===== src/hw/rtl/msr_pkg.sv =====
// ----------------------------------------------------------------------------
// msr_pkg
// Shared widths, codes and types of the multi-channel servo ramp core.
// ----------------------------------------------------------------------------
package msr_pkg;

  // Field widths
  localparam int CH_W      = 5;
  localparam int VAL_W     = 16;
  localparam int CFG_W     = 12;
  localparam int CFG_IDX_W = 1;

  // Stream packing: channel in the low bits, then the pulse value, zero pad
  localparam int TDATA_W = 24;
  localparam int TPAD_W  = TDATA_W - CH_W - VAL_W;

  // Request kinds carried on tuser
  localparam logic OP_TICK   = 1'b0;
  localparam logic OP_PRESET = 1'b1;

  // Configuration register indexes
  localparam logic [CFG_IDX_W-1:0] CFG_MIN_PULSE = 1'd0;
  localparam logic [CFG_IDX_W-1:0] CFG_MAX_PULSE = 1'd1;

  localparam logic [CFG_W-1:0] MIN_PULSE_RST = 12'h000;
  localparam logic [CFG_W-1:0] MAX_PULSE_RST = 12'hFFF;

  // Result queue
  localparam int OUTQ_DEPTH = 4;
  localparam int OUTQ_PTR_W = 2;
  localparam int OUTQ_CNT_W = 3;

  // Decoded request, held in the first pipeline stage
  typedef struct packed {
    logic                    opcode;
    logic [CH_W-1:0]         channel;
    logic                    in_range;
    logic                    snap;
    logic                    done;
    logic                    frame_end;
    logic signed [VAL_W-1:0] new_target;
  } item_t;

  // One channel's stored state
  typedef struct packed {
    logic signed [VAL_W-1:0] target;
    logic signed [VAL_W-1:0] present;
    logic signed [VAL_W-1:0] increment;
  } entry_t;

  // One result
  typedef struct packed {
    logic [CH_W-1:0]         channel;
    logic signed [VAL_W-1:0] pulse;
    logic                    done;
    logic                    frame_end;
  } result_t;

  // Pipeline occupancy, used for input credit
  typedef struct packed {
    logic s1_busy;
    logic s2_busy;
  } pipe_stat_t;

endpackage


===== src/hw/rtl/msr_front.sv =====
// ----------------------------------------------------------------------------
// msr_front
// Configuration registers, refresh tick counter, target clamp and request
// decode into the first pipeline stage.
// ----------------------------------------------------------------------------
module msr_front #(
  parameter int CHANNELS = 32,
  parameter int STEPS    = 16
) (
  input  logic                             clk,
  input  logic                             rst_n,
  input  logic                             cfg_valid,
  input  logic [msr_pkg::CFG_IDX_W-1:0]    cfg_index,
  input  logic [msr_pkg::CFG_W-1:0]        cfg_data,
  input  logic                             in_fire,
  input  logic                             in_opcode,
  input  logic [msr_pkg::CH_W-1:0]         in_channel,
  input  logic signed [msr_pkg::VAL_W-1:0] in_target,
  input  logic                             in_frame_end,
  output msr_pkg::item_t                   s1_o,
  output logic                             s1_valid_o
);
  import msr_pkg::*;

  localparam int CW = $clog2(STEPS);
  localparam logic [CW-1:0] STEPS_M1 = CW'(STEPS - 1);
  localparam logic [CH_W+1:0] CH_LIMIT = (CH_W + 2)'(CHANNELS);
  localparam int XW = VAL_W + 1 - CFG_W;

  logic [CFG_W-1:0]        min_pulse_r;
  logic [CFG_W-1:0]        max_pulse_r;
  logic [CW-1:0]           tick_count_r;
  logic [CW-1:0]           tick_count_nxt;
  logic [CW-1:0]           count_step;
  logic                    is_tick;
  logic                    at_last;
  logic signed [VAL_W:0]   tv_x;
  logic signed [VAL_W:0]   lo_x;
  logic signed [VAL_W:0]   hi_x;
  logic signed [VAL_W-1:0] clamped;
  item_t                   s1_r;
  item_t                   s1_nxt;
  logic                    s1_valid_r;

  // Write configuration registers
  always_ff @(posedge clk) begin
    if (!rst_n) begin
      min_pulse_r <= MIN_PULSE_RST;
      max_pulse_r <= MAX_PULSE_RST;
    end else if (cfg_valid) begin
      case (cfg_index)
        CFG_MIN_PULSE: min_pulse_r <= cfg_data;
        CFG_MAX_PULSE: max_pulse_r <= cfg_data;
        default: ;
      endcase
    end
  end

  // Count within the frame: every tick item sees the bumped count
  assign is_tick    = (in_opcode == OP_TICK);
  assign at_last    = (tick_count_r == STEPS_M1);
  assign count_step = at_last ? '0 : tick_count_r + CW'(1);

  // Commit the count on the last tick item of a frame
  assign tick_count_nxt = (in_fire && is_tick && in_frame_end) ? count_step : tick_count_r;

  always_ff @(posedge clk) begin
    if (!rst_n) begin
      tick_count_r <= '0;
    end else begin
      tick_count_r <= tick_count_nxt;
    end
  end

  // Clamp the requested target: low bound first
  always_comb begin
    tv_x = {in_target[VAL_W-1], in_target};
    lo_x = $signed({{XW{1'b0}}, min_pulse_r});
    hi_x = $signed({{XW{1'b0}}, max_pulse_r});
    if (tv_x < lo_x) begin
      clamped = lo_x[VAL_W-1:0];
    end else if (tv_x > hi_x) begin
      clamped = hi_x[VAL_W-1:0];
    end else begin
      clamped = in_target;
    end
  end

  // Decode the request
  always_comb begin
    s1_nxt.opcode     = in_opcode;
    s1_nxt.channel    = in_channel;
    s1_nxt.in_range   = ({2'b00, in_channel} < CH_LIMIT);
    s1_nxt.snap       = is_tick && at_last;
    s1_nxt.done       = is_tick ? (count_step == STEPS_M1) : at_last;
    s1_nxt.frame_end  = in_frame_end;
    s1_nxt.new_target = is_tick ? clamped : in_target;
  end

  always_ff @(posedge clk) begin
    if (!rst_n) begin
      s1_valid_r <= 1'b0;
    end else begin
      s1_valid_r <= in_fire;
    end
  end

  always_ff @(posedge clk) begin
    if (in_fire) begin
      s1_r <= s1_nxt;
    end
  end

  assign s1_o       = s1_r;
  assign s1_valid_o = s1_valid_r;

  // The count never leaves its range
  a_count_range: assert property (@(posedge clk) disable iff (!rst_n)
    tick_count_r <= STEPS_M1)
    else $error("tick count beyond last step");

  // A preset never moves the count
  a_preset_keeps_count: assert property (@(posedge clk) disable iff (!rst_n)
    (in_fire && in_opcode == OP_PRESET) |=> $stable(tick_count_r))
    else $error("preset changed tick count");

endmodule


===== src/hw/rtl/msr_pipe.sv =====
// ----------------------------------------------------------------------------
// msr_pipe
// Channel state memory and its read-modify-write pipeline: read on accept,
// update in stage 1 with forwarding, write back from stage 2.
// ----------------------------------------------------------------------------
module msr_pipe #(
  parameter int CHANNELS = 32,
  parameter int STEPS    = 16
) (
  input  logic                     clk,
  input  logic                     rst_n,
  input  logic                     in_fire,
  input  logic [msr_pkg::CH_W-1:0] rd_channel,
  input  msr_pkg::item_t           s1_i,
  input  logic                     s1_valid_i,
  output logic                     push_o,
  output msr_pkg::result_t         res_o,
  output msr_pkg::pipe_stat_t      stat_o
);
  import msr_pkg::*;

  // Memory geometry: channel numbers above the field width never reach it
  localparam int AW = (CHANNELS >= 32) ? CH_W : ((CHANNELS < 2) ? 1 : $clog2(CHANNELS));
  localparam int MEM_DEPTH = 2 ** AW;

  // Truncating divide by STEPS as multiply by a rounded-up reciprocal
  localparam int MAG_W = VAL_W + 1;
  localparam int SH    = MAG_W + $clog2(STEPS);
  localparam int RW    = VAL_W + 3;
  localparam int PW    = SH + MAG_W;
  localparam logic [RW-1:0] RECIP = RW'(((2 ** SH) + STEPS - 1) / STEPS);

  entry_t                  mem_r [MEM_DEPTH];
  logic [MEM_DEPTH-1:0]    ent_ok_r;
  entry_t                  rd_r;
  logic                    rd_ok_r;
  logic [AW-1:0]           ra;
  logic [AW-1:0]           s1_addr;
  entry_t                  base;
  entry_t                  cur;
  logic signed [VAL_W-1:0] sum;
  logic signed [VAL_W:0]   d_pos;
  logic signed [VAL_W:0]   d_neg;
  logic [MAG_W-1:0]        mag;
  logic [PW-1:0]           prod;
  logic signed [VAL_W-1:0] s1_tgt;
  logic signed [VAL_W-1:0] s1_pres;

  logic                    s2_v_r;
  logic                    s2_we_r;
  logic [AW-1:0]           s2_addr_r;
  logic signed [VAL_W-1:0] s2_tgt_r;
  logic signed [VAL_W-1:0] s2_pres_r;
  logic signed [VAL_W-1:0] s2_keep_r;
  logic                    s2_snap_r;
  logic                    s2_neg_r;
  logic [VAL_W-1:0]        s2_quo_r;
  result_t                 s2_res_r;
  result_t                 s2_res_nxt;
  entry_t                  s2_wdata;
  logic [VAL_W-1:0]        s2_inc;

  logic                    w_we_r;
  logic [AW-1:0]           w_addr_r;
  entry_t                  w_data_r;

  assign ra      = rd_channel[AW-1:0];
  assign s1_addr = s1_i.channel[AW-1:0];

  // Read on accept, write back from stage 2 (read returns the old word)
  always_ff @(posedge clk) begin
    if (in_fire) begin
      rd_r <= mem_r[ra];
    end
    if (s2_we_r) begin
      mem_r[s2_addr_r] <= s2_wdata;
    end
  end

  // Entry valid bits: an unwritten entry reads as zero
  always_ff @(posedge clk) begin
    if (!rst_n) begin
      ent_ok_r <= '0;
    end else if (s2_we_r) begin
      ent_ok_r[s2_addr_r] <= 1'b1;
    end
  end

  always_ff @(posedge clk) begin
    if (in_fire) begin
      rd_ok_r <= ent_ok_r[ra];
    end
  end

  // Forward the newest copy: stage 2 first, then the word written last cycle
  always_comb begin
    base = rd_ok_r ? rd_r : '0;
    if (s2_we_r && (s2_addr_r == s1_addr)) begin
      cur = s2_wdata;
    end else if (w_we_r && (w_addr_r == s1_addr)) begin
      cur = w_data_r;
    end else begin
      cur = base;
    end
  end

  // Stage 1: step, snap or preset
  assign sum   = cur.present + cur.increment;
  assign d_pos = {s1_i.new_target[VAL_W-1], s1_i.new_target} - {cur.target[VAL_W-1], cur.target};
  assign d_neg = {cur.target[VAL_W-1], cur.target} - {s1_i.new_target[VAL_W-1], s1_i.new_target};
  assign mag   = d_pos[VAL_W] ? $unsigned(d_neg) : $unsigned(d_pos);
  assign prod  = PW'(mag) * PW'(RECIP);

  always_comb begin
    if (s1_i.opcode == OP_PRESET) begin
      s1_tgt  = s1_i.new_target;
      s1_pres = s1_i.new_target;
    end else if (s1_i.snap) begin
      s1_tgt  = s1_i.new_target;
      s1_pres = cur.target;
    end else begin
      s1_tgt  = cur.target;
      s1_pres = sum;
    end
  end

  always_comb begin
    s2_res_nxt.channel   = s1_i.channel;
    s2_res_nxt.pulse     = s1_i.in_range ? s1_pres : '0;
    s2_res_nxt.done      = s1_i.done;
    s2_res_nxt.frame_end = s1_i.frame_end;
  end

  always_ff @(posedge clk) begin
    if (!rst_n) begin
      s2_v_r  <= 1'b0;
      s2_we_r <= 1'b0;
      w_we_r  <= 1'b0;
    end else begin
      s2_v_r  <= s1_valid_i;
      s2_we_r <= s1_valid_i && s1_i.in_range;
      w_we_r  <= s2_we_r;
    end
  end

  // Stage 2 payload
  always_ff @(posedge clk) begin
    s2_addr_r <= s1_addr;
    s2_tgt_r  <= s1_tgt;
    s2_pres_r <= s1_pres;
    s2_keep_r <= cur.increment;
    s2_snap_r <= (s1_i.opcode == OP_TICK) && s1_i.snap;
    s2_neg_r  <= d_pos[VAL_W];
    s2_quo_r  <= prod[SH +: VAL_W];
    s2_res_r  <= s2_res_nxt;
    w_addr_r  <= s2_addr_r;
    w_data_r  <= s2_wdata;
  end

  // Stage 2: restore the sign of the new increment
  assign s2_inc = s2_neg_r ? ((~s2_quo_r) + VAL_W'(1)) : s2_quo_r;

  always_comb begin
    s2_wdata.target    = s2_tgt_r;
    s2_wdata.present   = s2_pres_r;
    s2_wdata.increment = s2_snap_r ? $signed(s2_inc) : s2_keep_r;
  end

  assign push_o         = s2_v_r;
  assign res_o          = s2_res_r;
  assign stat_o.s1_busy = s1_valid_i;
  assign stat_o.s2_busy = s2_v_r;

endmodule


===== src/hw/rtl/msr_outq.sv =====
// ----------------------------------------------------------------------------
// msr_outq
// Small result queue that decouples the pipeline from a stalling receiver.
// ----------------------------------------------------------------------------
module msr_outq (
  input  logic                           clk,
  input  logic                           rst_n,
  input  logic                           push_i,
  input  msr_pkg::result_t               data_i,
  input  logic                           pop_i,
  output logic                           valid_o,
  output msr_pkg::result_t               data_o,
  output logic [msr_pkg::OUTQ_CNT_W-1:0] count_o
);
  import msr_pkg::*;

  result_t               buf_r [OUTQ_DEPTH];
  logic [OUTQ_PTR_W-1:0] wp_r;
  logic [OUTQ_PTR_W-1:0] rp_r;
  logic [OUTQ_CNT_W-1:0] cnt_r;
  logic [OUTQ_CNT_W-1:0] cnt_nxt;
  logic                  pop;

  assign pop     = pop_i && (cnt_r != '0);
  assign cnt_nxt = cnt_r + OUTQ_CNT_W'(push_i) - OUTQ_CNT_W'(pop);

  // Advance pointers and count
  always_ff @(posedge clk) begin
    if (!rst_n) begin
      wp_r  <= '0;
      rp_r  <= '0;
      cnt_r <= '0;
    end else begin
      if (push_i) begin
        wp_r <= wp_r + OUTQ_PTR_W'(1);
      end
      if (pop) begin
        rp_r <= rp_r + OUTQ_PTR_W'(1);
      end
      cnt_r <= cnt_nxt;
    end
  end

  // Hold results
  always_ff @(posedge clk) begin
    if (push_i) begin
      buf_r[wp_r] <= data_i;
    end
  end

  assign valid_o = (cnt_r != '0);
  assign data_o  = buf_r[rp_r];
  assign count_o = cnt_r;

  // Never push into a full queue
  a_no_overflow: assert property (@(posedge clk) disable iff (!rst_n)
    !(push_i && !pop && (cnt_r == OUTQ_CNT_W'(OUTQ_DEPTH))))
    else $error("result queue overflow");

endmodule


===== src/hw/rtl/multi_channel_servo_ramp_core.sv =====
// ----------------------------------------------------------------------------
// multi_channel_servo_ramp_core
// Ramps per-channel servo pulse widths toward clamped targets in STEPS ticks.
// ----------------------------------------------------------------------------
// Usage:
//   Input stream: one request per channel. tuser = 0 is a refresh tick,
//   tuser = 1 presets target and present width. tlast marks the last channel
//   of a refresh tick. tdata holds channel and requested width.
//   Output stream: one result per request, in order, with the channel, the
//   present width after the update, move done on tuser and tlast copied.
//   Config channel: write min_pulse (index 0) or max_pulse (index 1) while
//   the core is idle; it is always ready.
// Timing:
//   A request is accepted per cycle while tready is high. Its result passes
//   through the state read, update in stage 1, write back in stage 2, then
//   the result queue. Channel state sits in one memory, read at accept and
//   written back from stage 2; back-to-back requests on one channel are
//   forwarded, so the rate holds for any channel order.
// Reset and stall:
//   Reset clears the tick count, the config registers and every channel's
//   state at once. A stalled receiver fills a four-entry result queue; tready
//   drops once queued plus in-flight results reach four.
// ----------------------------------------------------------------------------
module multi_channel_servo_ramp_core #(
  parameter int CHANNELS = 32,
  parameter int STEPS    = 16
) (
  input  logic                              clk,
  input  logic                              rst_n,
  // Input stream
  input  logic                              in_tvalid,
  output logic                              in_tready,
  input  logic [msr_pkg::TDATA_W-1:0]       in_tdata,   // channel[4:0], target_value[20:5], pad
  input  logic                              in_tlast,   // frame_end
  input  logic                              in_tuser,   // opcode
  // Result stream
  output logic                              out_tvalid,
  input  logic                              out_tready,
  output logic [msr_pkg::TDATA_W-1:0]       out_tdata,  // out_channel[4:0], pulse_value[20:5], pad
  output logic                              out_tlast,  // out_frame_end
  output logic                              out_tuser,  // move_done
  // Configuration writes
  input  logic                              cfg_valid,
  output logic                              cfg_ready,
  input  logic [msr_pkg::CFG_IDX_W-1:0]     cfg_index,
  input  logic [msr_pkg::CFG_W-1:0]         cfg_data
);
  import msr_pkg::*;

  logic                    in_fire;
  logic [CH_W-1:0]         in_channel;
  logic signed [VAL_W-1:0] in_target;
  item_t                   s1;
  logic                    s1_valid;
  logic                    push;
  result_t                 res;
  pipe_stat_t              stat;
  result_t                 q_data;
  logic [OUTQ_CNT_W-1:0]   q_count;
  logic [OUTQ_CNT_W-1:0]   pending;

  // Unpack the request
  assign in_channel = in_tdata[CH_W-1:0];
  assign in_target  = $signed(in_tdata[CH_W +: VAL_W]);

  // Accept only when every in-flight result has a queue slot
  assign pending   = q_count + OUTQ_CNT_W'(stat.s1_busy) + OUTQ_CNT_W'(stat.s2_busy);
  assign in_tready = (pending < OUTQ_CNT_W'(OUTQ_DEPTH));
  assign in_fire   = in_tvalid && in_tready;
  assign cfg_ready = 1'b1;

  msr_front #(
    .CHANNELS (CHANNELS),
    .STEPS    (STEPS)
  ) u_front (
    .clk          (clk),
    .rst_n        (rst_n),
    .cfg_valid    (cfg_valid),
    .cfg_index    (cfg_index),
    .cfg_data     (cfg_data),
    .in_fire      (in_fire),
    .in_opcode    (in_tuser),
    .in_channel   (in_channel),
    .in_target    (in_target),
    .in_frame_end (in_tlast),
    .s1_o         (s1),
    .s1_valid_o   (s1_valid)
  );

  msr_pipe #(
    .CHANNELS (CHANNELS),
    .STEPS    (STEPS)
  ) u_pipe (
    .clk        (clk),
    .rst_n      (rst_n),
    .in_fire    (in_fire),
    .rd_channel (in_channel),
    .s1_i       (s1),
    .s1_valid_i (s1_valid),
    .push_o     (push),
    .res_o      (res),
    .stat_o     (stat)
  );

  msr_outq u_outq (
    .clk     (clk),
    .rst_n   (rst_n),
    .push_i  (push),
    .data_i  (res),
    .pop_i   (out_tready),
    .valid_o (out_tvalid),
    .data_o  (q_data),
    .count_o (q_count)
  );

  // Pack the result
  assign out_tdata = {{TPAD_W{1'b0}}, q_data.pulse, q_data.channel};
  assign out_tlast = q_data.frame_end;
  assign out_tuser = q_data.done;

  // Credit keeps queued plus in-flight results within the queue
  a_credit_bound: assert property (@(posedge clk) disable iff (!rst_n)
    pending <= OUTQ_CNT_W'(OUTQ_DEPTH))
    else $error("in-flight results exceed queue space");

endmodule

===== config.mk =====
export PLATFORM = sky130hd
export DESIGN_NAME = multi_channel_servo_ramp_core
export DESIGN_NICKNAME = d
export VERILOG_FILES = /design/src/hw/rtl/msr_pkg.sv /design/src/hw/rtl/msr_front.sv /design/src/hw/rtl/msr_pipe.sv /design/src/hw/rtl/msr_outq.sv /design/src/hw/rtl/multi_channel_servo_ramp_core.sv
export SDC_FILE = /design/constraint.sdc
export NUM_CORES = 2
export LEC_CHECK = 0
export ABC_AREA = 0
export BUFFER_PORTS_ARGS = -buffer_cell sky130_fd_sc_hd__buf_2
export CORE_AREA = 5 5 350 352
export DETAILED_ROUTE_END_ITERATION = 7
export DIE_AREA = 0 0 355 357
export GPL_ROUTABILITY_DRIVEN = 0
export GPL_TIMING_DRIVEN = 0
export PLACE_DENSITY_LB_ADDON = 0.05
export SLEW_MARGIN = 0
export SYNTH_ARGS = -nofsm -noshare
export SYNTH_HDL_FRONTEND = slang
export SYNTH_SLANG_ARGS = --single-unit

===== constraint.sdc =====
create_clock -name clk -period 5.35 [get_ports clk]
set_clock_uncertainty 0.2 [all_clocks]
set_input_delay 1.07 -clock clk [delete_from_list [all_inputs] [get_ports clk]]
set_output_delay 1.07 -clock clk [all_outputs]
set_load 0.02 [all_outputs]

==> flow_summary.ini <==
[job]
cap_violations = 2

[layout]
multi_input_area_um2 = 18500
drive_gt1_frac = 0.267
postLayoutCellArea_um2 = 84800
layout_common_cells = edfxtp_1, mux4_2, clkbuf_16
finalCoreUtilization = 0.712
regArea_um2 = 55000
stdcell_count = 5733
fillCellCount = 6903
area_delta_synth_final_pct = 14.2
nets = 4149
final_common_cell = edfxtp_1

[logic_synthesis]
yosysTopAreaCell = edfxtp_1
syn_area_um2 = 74200
ys_warn_count = 0
yosys.area_share.adder = 0.0137
synth_top_cell_area_share = 0.689
ys_types = 74
yosys-mux-area-fraction = 0.166
synth_compound_area_frac = 0.0297
seq_area_frac_synth = 0.741
synthSimpleGateAreaFrac = 0.0279
ys_top_cells_by_area = edfxtp_1, mux4_2, dfxtp_1, ha_1, nor2_1
synth_top_family_by_area = multiplexers
synthXorXnorAreaFrac = 0.00646
ys_ff_latch = 1897
postSynthCellCount = 3676
synth_flop_cell = edfxtp_1
synth.avg_cell_area_um2 = 20.2
synth_edf_count = 1702
ys_async_sr_fraction = 0

[sta]
relSlewSlack = -0.0642
rsz0062_at_grt = yes
fin_crit_sh = 0.987
finalCriticalPeriod_ps = 5280
setup_viol = 0
tightest_slew_ps = 1600
slew_violations = 21
hold_viol_final = 0
max_freq_mhz = 189

[global_route]
grt_usage = 0.306
grt_pass1_wl_um = 275000
antenna_found_initial = 7
grt-ovfl-total = 0
first_global_vias = 39400
grt_start_max_net_pins = 57

[die]
start_util = 0.624
ios = 73
die_x_um = 355
die_h_um = 357
num_rows = 127
die_area_um2 = 127000
coreArea_um2 = 119000

[worst_setup_path]
worstPathMaxFanout = 28
critPathArrivalTime_ps = 5790
crit_top_cell = xor2_1
crit_chain = buf_4 > xor2_1 > nor4_4 > and3_4 > buf_6 > buf_2 > o21a_1 > inv_1 > ha_1 > and3_1 > o2bb2ai_1 > a211o_1 > a21oi_4 > o21bai_4 > o21ai_4 > mux2i_1 > xor2_1
critPathLaunchType = flop
rr_worst_depth = 17
crit_type = flop to flop
cp_slowest_stage_delay_ps = 510
crit_slowest_cell = nor4_4
end_kind = flop
cp.required_ps = 5850

[clock_network]
root_buffer = clkbuf_16
cts_tree = done
clk_latency_ps = 820
h-tree-depth = 4
clkTransAtPathRegs_ps = 60
holdBufCountCts = 0
cts_buffer_depth = 3
numClockSinks = 1897
cts_buffers = 182

[drt]
drc = 0
drt_wl_total_um = 191000
drt-initial-drc-count = 5412
vias_per_cell = 6.76
wire_per_inst_um = 33.3
num_vias = 38800
firstDrtPassIters = 8
ant_nets = 0

[pwr]
p_per_area_nw_per_um2 = 411
vdd_ir_drop_max_mv = 0.414
leakage_nw = 27.9

[min_path]
min_path_cells = 0
hold_path_class = flop to flop

[placed_design]
post_dp_cell_area_um2 = 78600
place.port_buffers = 64
dp_hpwl_um = 124000
dpl.cell_count = 5379

[status]
violations = max-capacitance violations, max-slew violations
outcome = complete, but fails checks
## report_power, final
group	switching [W]	total, W	internal, W
Clock	0.00548	0.0127	0.00721
Combinational	0.00219	0.00360	0.00141
Sequential	0.000991	0.0186	0.0176
## logic make-up (layout without fill, tap and decap cells)
group	after synthesis	in the layout
AOI/OAI and AO/OA	331	331
muxes	584	584
other	2	11
adders and majority gates	80	80
DFF	1897	1897
xor gates and xnor gates	53	53
and+or+nand+nor	458	458
buffers and inverters	271	771
## path summary, 6_finish.rpt
| path | start | end | slack, ps |
|---|---|---|---|
| setup / recovery | u_front.s1_o[21] | u_pipe.s2_quo_r[2] | 70 |
| hold / removal | u_front.s1_o[16] | u_pipe.res_o[0] | 160 |
| hold reg to reg | u_front.s1_o[16] | u_pipe.res_o[0] | 160 |
| setup reg to reg | u_front.s1_o[21] | u_pipe.s2_quo_r[2] | 70 |
## worst max-delay path: cells and delay by family (launching register included)
family,cells,cell delay [ps]
AND/OR/NAND/NOR,3,1010
XOR/XNOR,2,490
buffers and inverters,4,830
AO/OA/AOI/OAI,6,1500
flip-flops,1,480
multiplexers,1,290
adder cells (fa/ha/maj),1,360
## cell usage after synthesis (all sizes together) (28+ instances only)
master,n
a21o,44
a21oi,99
and3,36
buf,67
clkbuf,125
dfxtp,195
edfxtp,1702
ha,78
inv,79
mux2,54
mux4,513
nand2,142
nand3,35
nor2,175
o21ai,60
xnor2,28
## metal layers
| metal | share of wire | wire length (um) | global-route usage | vias up |
|---|---|---|---|---|
| met2 | 0.48 | 92000 | 0.486 | 2363 |
| met3 | 0.11 | 20300 | 0.0678 | 395 |
| met1 | 0.38 | 72200 | 0.436 | 20300 |
| met4 | 0.033 | 6390 | 0.0986 | 2 |
| met5 | 0.000063 | 12 | 0 | - |
| li1 | - | - | - | 15700 |
## sequential cells by signal, indices dropped and copies added, names as in the netlist, 2 cells and up, named ones only
signal,count
u_pipe.s2_keep_r,16
u_front.s1_o,25
u_front.tick_count_r,4
u_outq.rp_r,2
u_outq.wp_r,2
u_pipe.w_data_r,48
u_front.max_pulse_r,12
u_pipe.mem_r,1536
u_pipe.res_o,18
u_front.min_pulse_r,12
u_pipe.s2_quo_r,13
u_pipe.w_addr_r,5
u_pipe.s2_tgt_r,16
u_pipe.ent_ok_r,32
u_outq.count_o,3
u_outq.buf_r,92
u_pipe.rd_r,48
u_pipe.s2_addr_r,5
## repair_timing
| action | 4_1_cts | 5_1_grt |
|---|---|---|
| resized for setup | 20 | 19 |
| endpoints found under the setup margin | 20 | 17 |
| pin swaps | 2 | 4 |
| buffers inserted | 7 | 8 |
## final cells by class
type,count,share of cell area
tap,1548,0.0228
inverter,79,0.00353
timing repair buffer,169,0.0273
clock buffer,241,0.0588
buffer,186,0.00945
sequential,1897,0.649
antenna,7,0.000207
clock inverter,96,0.0107
multi-input combinational,1510,0.218
## per-stage QoR
step | setup slack, ps | TNS, ps | hold slack [ps] | total power [W]
6_report | 67.7 | 0 | 163 | 0.0348
5_1_grt | -78.7 | -272 | 165 | 0.0359
4_1_cts | 4.48 | 0 | 158 | 0.0349
3_5_place_dp | -1140 | -19780 | 142 | 0.0223
3_3_place_gp | -2130 | -2562700 | 135 | 0.0220
2_1_floorplan | 601 | 0 | 123 | 0.0207
Power figures use the tool's default switching activity.
